**src/alu8_pkg.sv**
```systemverilog
`timescale 1ns / 1ps
// ----------------------------------------------------------------------------
// alu8_pkg
// Types and constants shared by the 8-bit ALU pipeline: request and result
// payloads, operation codes and the word carried between pipeline stages.
// ----------------------------------------------------------------------------
package alu8_pkg;

    localparam int OPW = 8;

    // Operation codes carried in the mode field.
    localparam logic [1:0] MODE_ADD = 2'b00;
    localparam logic [1:0] MODE_SUB = 2'b01;
    localparam logic [1:0] MODE_MUL = 2'b10;
    localparam logic [1:0] MODE_DIV = 2'b11;

    // The restoring divider is spread evenly over this many stages.
    localparam int DIV_STAGES = 4;
    localparam int DIV_STEPS  = OPW / DIV_STAGES;

    localparam logic [OPW-1:0] MIN_NEG   = 8'h80;
    localparam logic [OPW-1:0] MINUS_ONE = 8'hFF;

    typedef struct packed {
        logic [1:0]            mode;
        logic signed [OPW-1:0] operand_a;
        logic signed [OPW-1:0] operand_b;
        logic signed [OPW-1:0] operand_q;
    } alu8_req_t;

    typedef struct packed {
        logic signed [OPW-1:0] high_result;
        logic signed [OPW-1:0] low_result;
        logic                  overflow;
    } alu8_rsp_t;

    // Work word that travels down the pipeline with each request.
    typedef struct packed {
        logic [1:0]     mode;
        logic           use_div;  // divide with a nonzero divisor
        logic           neg_q;    // quotient must be negated at the end
        logic           neg_r;    // remainder must be negated at the end
        logic [OPW-1:0] hi;       // finished result for all other cases
        logic [OPW-1:0] lo;
        logic           ovf;
        logic [OPW-1:0] rem;      // partial remainder
        logic [OPW-1:0] quo;      // dividend bits shifting out, quotient in
        logic [OPW-1:0] dvsr;     // divisor magnitude
    } alu8_work_t;

endpackage

```
**src/alu8_div_stage.sv**
```systemverilog
`timescale 1ns / 1ps
// ----------------------------------------------------------------------------
// alu8_div_stage
// One register stage of the restoring divider. It performs DIV_STEPS
// shift-compare-subtract steps on the unsigned magnitudes and registers the
// work word with its valid bit.
// ----------------------------------------------------------------------------
module alu8_div_stage
    import alu8_pkg::*;
(
    input  logic       aclk,
    input  logic       aresetn,
    input  logic       in_valid,
    output logic       in_ready,
    input  alu8_work_t in_data,
    output logic       out_valid,
    input  logic       out_ready,
    output alu8_work_t out_data
);

    logic       valid_reg;
    logic       valid_next;
    alu8_work_t data_reg;
    alu8_work_t data_next;
    logic [OPW:0] trial;
    logic [OPW:0] diff;

    assign in_ready = !valid_reg || out_ready;

    always_comb begin
        data_next = in_data;
        trial     = '0;
        diff      = '0;
        for (int i = 0; i < DIV_STEPS; i++) begin
            trial = {data_next.rem, data_next.quo[OPW-1]};
            diff  = trial - {1'b0, data_next.dvsr};
            if (!diff[OPW]) begin
                data_next.rem = diff[OPW-1:0];
                data_next.quo = {data_next.quo[OPW-2:0], 1'b1};
            end else begin
                data_next.rem = trial[OPW-1:0];
                data_next.quo = {data_next.quo[OPW-2:0], 1'b0};
            end
        end
    end

    always_comb begin
        valid_next = valid_reg;
        if (in_ready) begin
            valid_next = in_valid;
        end
    end

    always_ff @(posedge aclk) begin
        if (!aresetn) begin
            valid_reg <= 1'b0;
        end else begin
            valid_reg <= valid_next;
        end
    end

    always_ff @(posedge aclk) begin
        if (in_ready && in_valid) begin
            data_reg <= data_next;
        end
    end

    assign out_valid = valid_reg;
    assign out_data  = data_reg;

endmodule

```
**src/alu8_add_sub_mul_div.sv**
```systemverilog
`timescale 1ns / 1ps
// ----------------------------------------------------------------------------
// alu8_add_sub_mul_div
// Signed 8-bit ALU: add, subtract, full 16-bit multiply and truncating divide
// with a remainder that follows the dividend's sign.
// ----------------------------------------------------------------------------
// Throughput: one request per cycle unless m_ready holds the output back;
// the eight restoring divide steps are split over four pipeline stages of
// two steps each, and that chain sets depth.
// Reset: aresetn (synchronous, active low) clears every stage's valid bit;
// data registers are not reset.
// ----------------------------------------------------------------------------
module alu8_add_sub_mul_div
    import alu8_pkg::*;
(
    input  logic      aclk,
    input  logic      aresetn,
    input  logic      s_valid,
    output logic      s_ready,
    input  alu8_req_t s_data,
    output logic      m_valid,
    input  logic      m_ready,
    output alu8_rsp_t m_data
);

    // ------------------------------------------------------------------
    // Front stage. Add, subtract and multiply finish here; the divide
    // operands are reduced to magnitudes and the result signs are noted.
    // A zero divisor is resolved here too and bypasses the divider.
    // ------------------------------------------------------------------
    logic           a_valid_reg;
    logic           a_valid_next;
    alu8_work_t     a_data_reg;
    alu8_work_t     a_data_next;
    logic           a_ready;

    logic [OPW-1:0]   op_a;
    logic [OPW-1:0]   op_b;
    logic [OPW-1:0]   op_q;
    logic [OPW-1:0]   sum;
    logic [OPW-1:0]   dif;
    logic [2*OPW-1:0] prod;

    logic div_ready [DIV_STAGES+1];
    logic div_valid [DIV_STAGES+1];
    alu8_work_t div_data [DIV_STAGES+1];

    assign op_a = s_data.operand_a;
    assign op_b = s_data.operand_b;
    assign op_q = s_data.operand_q;
    assign sum  = op_a + op_b;
    assign dif  = op_a - op_b;
    // Sign-extended operands; the low 16 bits of the product are exact.
    assign prod = {{OPW{op_b[OPW-1]}}, op_b} * {{OPW{op_q[OPW-1]}}, op_q};

    always_comb begin
        a_data_next         = '0;
        a_data_next.mode    = s_data.mode;
        // Dividend magnitude starts in the quotient shifter; -128 maps to 128.
        a_data_next.quo     = op_q[OPW-1] ? (~op_q + 1'b1) : op_q;
        a_data_next.dvsr    = op_b[OPW-1] ? (~op_b + 1'b1) : op_b;
        a_data_next.neg_q   = op_q[OPW-1] ^ op_b[OPW-1];
        a_data_next.neg_r   = op_q[OPW-1];
        case (s_data.mode)
            MODE_ADD: begin
                a_data_next.hi  = sum;
                a_data_next.ovf = (op_a[OPW-1] == op_b[OPW-1]) &&
                                  (sum[OPW-1] != op_a[OPW-1]);
            end
            MODE_SUB: begin
                a_data_next.hi  = dif;
                a_data_next.ovf = (op_a[OPW-1] != op_b[OPW-1]) &&
                                  (dif[OPW-1] == op_b[OPW-1]);
            end
            MODE_MUL: begin
                a_data_next.hi = prod[2*OPW-1:OPW];
                a_data_next.lo = prod[OPW-1:0];
            end
            default: begin
                if (op_b == '0) begin
                    // Divide by zero returns the dividend and a quotient of one.
                    a_data_next.hi = op_q;
                    a_data_next.lo = OPW'(1);
                end else begin
                    a_data_next.use_div = 1'b1;
                    // Only -128 / -1 leaves the signed range.
                    a_data_next.ovf = (op_q == MIN_NEG) && (op_b == MINUS_ONE);
                end
            end
        endcase
    end

    assign a_ready = !a_valid_reg || div_ready[0];
    assign s_ready = a_ready;

    always_comb begin
        a_valid_next = a_valid_reg;
        if (a_ready) begin
            a_valid_next = s_valid;
        end
    end

    always_ff @(posedge aclk) begin
        if (!aresetn) begin
            a_valid_reg <= 1'b0;
        end else begin
            a_valid_reg <= a_valid_next;
        end
    end

    always_ff @(posedge aclk) begin
        if (a_ready && s_valid) begin
            a_data_reg <= a_data_next;
        end
    end

    // ------------------------------------------------------------------
    // Divider pipeline. Every request walks through all stages so that
    // results leave in order; non-divide words simply ride along.
    // ------------------------------------------------------------------
    assign div_valid[0] = a_valid_reg;
    assign div_data[0]  = a_data_reg;

    for (genvar g = 0; g < DIV_STAGES; g++) begin : g_div
        alu8_div_stage u_stage (
            .aclk      (aclk),
            .aresetn   (aresetn),
            .in_valid  (div_valid[g]),
            .in_ready  (div_ready[g]),
            .in_data   (div_data[g]),
            .out_valid (div_valid[g+1]),
            .out_ready (div_ready[g+1]),
            .out_data  (div_data[g+1])
        );
    end

    // ------------------------------------------------------------------
    // Output stage. Applies the quotient and remainder signs and picks
    // the divider's answer or the value resolved in the front stage.
    // ------------------------------------------------------------------
    alu8_work_t     fin;
    logic [OPW-1:0] quo_s;
    logic [OPW-1:0] rem_s;
    alu8_rsp_t      o_data_next;
    alu8_rsp_t      o_data_reg;
    logic [1:0]     o_mode_reg;
    logic           o_valid_reg;
    logic           o_valid_next;
    logic           o_ready;

    assign fin   = div_data[DIV_STAGES];
    assign quo_s = fin.neg_q ? (~fin.quo + 1'b1) : fin.quo;
    assign rem_s = fin.neg_r ? (~fin.rem + 1'b1) : fin.rem;

    always_comb begin
        o_data_next.overflow = fin.ovf;
        if (fin.use_div) begin
            o_data_next.high_result = rem_s;
            o_data_next.low_result  = quo_s;
        end else begin
            o_data_next.high_result = fin.hi;
            o_data_next.low_result  = fin.lo;
        end
    end

    assign o_ready              = !o_valid_reg || m_ready;
    assign div_ready[DIV_STAGES] = o_ready;

    always_comb begin
        o_valid_next = o_valid_reg;
        if (o_ready) begin
            o_valid_next = div_valid[DIV_STAGES];
        end
    end

    always_ff @(posedge aclk) begin
        if (!aresetn) begin
            o_valid_reg <= 1'b0;
        end else begin
            o_valid_reg <= o_valid_next;
        end
    end

    always_ff @(posedge aclk) begin
        if (o_ready && div_valid[DIV_STAGES]) begin
            o_data_reg <= o_data_next;
            o_mode_reg <= fin.mode;
        end
    end

    assign m_valid = o_valid_reg;
    assign m_data  = o_data_reg;

    // ------------------------------------------------------------------
    // Assertions
    // ------------------------------------------------------------------

    // With the output register empty, every stage's ready is high, so the
    // pipeline must take a new request.
    a_empty_accepts: assert property (@(posedge aclk) disable iff (!aresetn)
        !m_valid |-> s_ready)
        else $error("pipeline refused a request while the output was empty");

    // A multiply never reports overflow.
    a_mul_no_ovf: assert property (@(posedge aclk) disable iff (!aresetn)
        (m_valid && o_mode_reg == MODE_MUL) |-> !m_data.overflow)
        else $error("multiply flagged overflow");

    // The only divide overflow is -128 / -1, which wraps to -128 remainder 0.
    a_div_ovf_value: assert property (@(posedge aclk) disable iff (!aresetn)
        (m_valid && o_mode_reg == MODE_DIV && m_data.overflow) |->
        (m_data.low_result == MIN_NEG && m_data.high_result == '0))
        else $error("divide overflow with a wrong quotient or remainder");

    // Add and subtract leave the low byte at zero.
    a_addsub_low_zero: assert property (@(posedge aclk) disable iff (!aresetn)
        (m_valid && (o_mode_reg == MODE_ADD || o_mode_reg == MODE_SUB)) |->
        (m_data.low_result == '0))
        else $error("add or subtract produced a nonzero low byte");

endmodule

```
**config.mk**
```make
export PLATFORM = sky130hd
export DESIGN_NAME = alu8_add_sub_mul_div
export DESIGN_NICKNAME = d
export VERILOG_FILES = /design/src/alu8_pkg.sv /design/src/alu8_div_stage.sv /design/src/alu8_add_sub_mul_div.sv
export SDC_FILE = /design/constraint.sdc
export NUM_CORES = 1
export LEC_CHECK = 0
export ABC_AREA = 1
export ABC_CLOCK_PERIOD_IN_PS = 5200
export BUFFER_PORTS_ARGS = -buffer_cell sky130_fd_sc_hd__buf_2
export CORE_ASPECT_RATIO = 0.75
export CORE_MARGIN = 2
export CORE_UTILIZATION = 40
export DETAILED_ROUTE_END_ITERATION = 16
export PLACE_DENSITY = 0.59
export SYNTH_ARGS = -nofsm -noshare
export SYNTH_HDL_FRONTEND = slang
export SYNTH_HIERARCHICAL = 1
export SYNTH_SLANG_ARGS = --single-unit
```
**constraint.sdc**
```tcl
create_clock -name aclk -period 5.2 [get_ports aclk]
set_clock_uncertainty 0.05 [all_clocks]
set_input_delay 0.52 -clock aclk [delete_from_list [all_inputs] [get_ports aclk]]
set_output_delay 0.52 -clock aclk [all_outputs]
set_load 0.01 [all_outputs]
```
==> impl_results.md <==
* Outcome: complete, no violations
* Critical Path AT at 4.65 ns
* F_max at roughly 0.22 GHz
* Gp weighted congestion at 0.9178
* Unrepaired setup endpoints after global routing: false
* Final setup fails at 0
* LEAKAGE at approximately 0.0083 uW
* Antenna diodes at 0
* Synth Warn # at 6
* Worst setup margin at 0.7541 ns
* Psw at 2516 uW
* Switching share of power at 0.3762
* Rel. slew slack at 0.2655
* Clock power share at 0.250
* Routed WL at 34960 um
* Routed via count at 11185
* CP Capture Type: register
* Reg clk slew, reported paths at 0.07 ns
* Die X at 235.6 um
* Worst-Margin Slew at 1.099 ns
* Seq pwr share at 0.337
* Layout cells sized above 1 at 0.1176
* Mapped Cells at 1700
* # Max-Cap Violations at 0
* Setup total negative slack at 0 ns
* Hold Path Class: in -> reg
* Post-CTS setup buffers at 0
* Final Total Pwr at 6688 uW
* Cts repair resizes at 0
* Data required, critical path at 5.40 ns
* CTS tree: done
* Chip height at 177.7 um
* Vias per cell at about 4.8
* First-pass GRT wire length at 57730 um
* GR Overflow Total at 0
* Met3 WL at 1678 um
* Filler instances at 3802
* CTS Buffer Depth at 3
* Ports at 49
* Root Driver: clkbuf_16
* Post-route cell area at 17840 sq um
* Post-synthesis cell area at 16090 sq um
* Post-place setup slack at approximately 0.29 ns
* Worst setup path class: in -> reg
* Iter 0 DRT Violations at 710
* GRT Overall Usage at 0.1728
* Final worst-path cycle share at 0.8550
* Pwr Density at about 370 nW/um^2
* Drt pass-1 iters at 7
* Maximum net fanout on the critical path at 10
* Core region area at about 40000 sq um
* Initial Util at 0.4067
* Vias in the first global route at 11070
* Sequential cell area at about 6800 sq um
* Worst VDD drop at 0.2440 mV
* Clk_lat worst skew at around 0.51 ns
* DIE AREA at 41870 sq um
* Wl on met1 at 17050 um
* Slew Limit Fails at 0
* Max reg flops at 168
* Gate power share at 0.413
* Post-DP Area at 17060 sq um
* Worst setup SP type: primary input
* Avg Synthesized Cell Area at 9.466 sq um
* H-tree levels at 1
* Final layout net count at 1985
* Drc violations at 0
* Multi-input gate area at 8046 sq um
* Highest metal used: met4
* Post-route ant nets at 0
* Cell Int Power at 4172 uW
* Initial antenna violation count at 0
* Hold_buf cts at 0
* Hpwl dp at about 28000 um
* Area delta synth->final at 10.85%
* Fin. Hold Viols at 0
* Fin crit period at ~4.4 ns
* TritonCTS Buffers at 24
* Pin count of the biggest net entering global routing at 45
* Met2 Wirelength at 15620 um
* Number of I/O port buffers at between 40 and 50
* Clock net sink count at 227
* Cell Rows at 63
* Drt wl/cell at 15.11 um
==> per-stage QoR <==
step,cells,util,hold WS [ns]
6_report,2314,0.4508,0.2383
3_5_place_dp,2271,0.4311,0.3545
3_3_place_gp,2271,0.4311,0.3518
2_1_floorplan,1716,-,0.3503
4_1_cts,2314,0.4508,0.2145
5_1_grt,2314,0.4508,0.2360
==> worst paths after layout <==
kind / start / endpoint / slack (ns) / cells past startpoint
hold / removal: m_ready / m_valid / 0.24 / 4
hold reg to reg: a_data_reg[10] / g_div[0].u_stage/out_data[12] / 0.36 / 0
setup reg to reg: g_div[0].u_stage/out_data[15] / g_div[1].u_stage/out_data[21] / 1.47 / 21
setup / recovery: s_data[7] / a_data_reg[38] / 0.75 / 19
==> per-layer routing <==
layer / vias up / track usage
li1: 5672 / -
met1: 5206 / 0.2436
met2: 267 / 0.2830
met3: 40 / 0.02613
met4: 0 / 0.03715
met5: - / 0
==> cells in the final DEF (no fill, tap or decap), types with 3 or more instances in the layout <==
cell type	instances
conb_1	17
fa_1	65
clkinv_2	3
nand3_4	20
clkbuf_16	24
nand3_1	161
a31oi_1	4
a21oi_2	3
xor2_1	40
o21ai_0	35
nor3_1	9
nand4_1	18
a21oi_1	54
ha_1	113
o21bai_1	6
nand2_4	4
a21o_1	6
or2_4	4
inv_1	329
inv_2	14
clkbuf_1	4
buf_2	48
buf_4	9
bufinv_16	3
nor2_2	4
nand2_2	13
nand3_2	12
nand3b_1	19
nor3_2	3
nand2_1	371
a21boi_0	6
nand2_8	24
dfxtp_1	6
o21ai_1	10
or2_2	8
a21oi_4	9
clkinv_1	7
nor2_1	69
edfxtp_1	221
or2_1	3
==> area by class of cell <==
type / count / area share
Multi-Input combinational cell: 1122 / 0.4510
Inverter: 345 / 0.07266
Clock buffer: 28 / 0.03451
Timing Repair Buffer: 57 / 0.01725
Clock inverter: 15 / 0.009328
Tap cell: 520 / 0.03647
Sequential cell: 227 / 0.3787
==> power by group through the flow <==
stage	clock network [uW]	logic (uW)	registers [uW]
after detailed placement	0	2750	2300
final	1670	2760	2260
after CTS	1710	2770	2260
after floorplan	0	2160	2260
after global placement	0	2720	2290
after global routing	1780	3170	2260
==> critical path, stage by stage <==
cell      delay, ns
buf_2          0.17
clkinv_1       0.37
nor2_1         0.27
fa_1           0.45
fa_1           0.52
fa_1           0.55
inv_1          0.06
fa_1           0.53
inv_1          0.04
ha_1           0.33
nand2_1        0.12
nor2_1         0.19
nand2_1        0.08
nand2_1        0.10
nand2_1        0.08
nand2_1        0.06
nand2_1        0.04
nand3_1        0.07
nand4_1        0.08
Note: power is estimated with default switching activity, not from simulation.
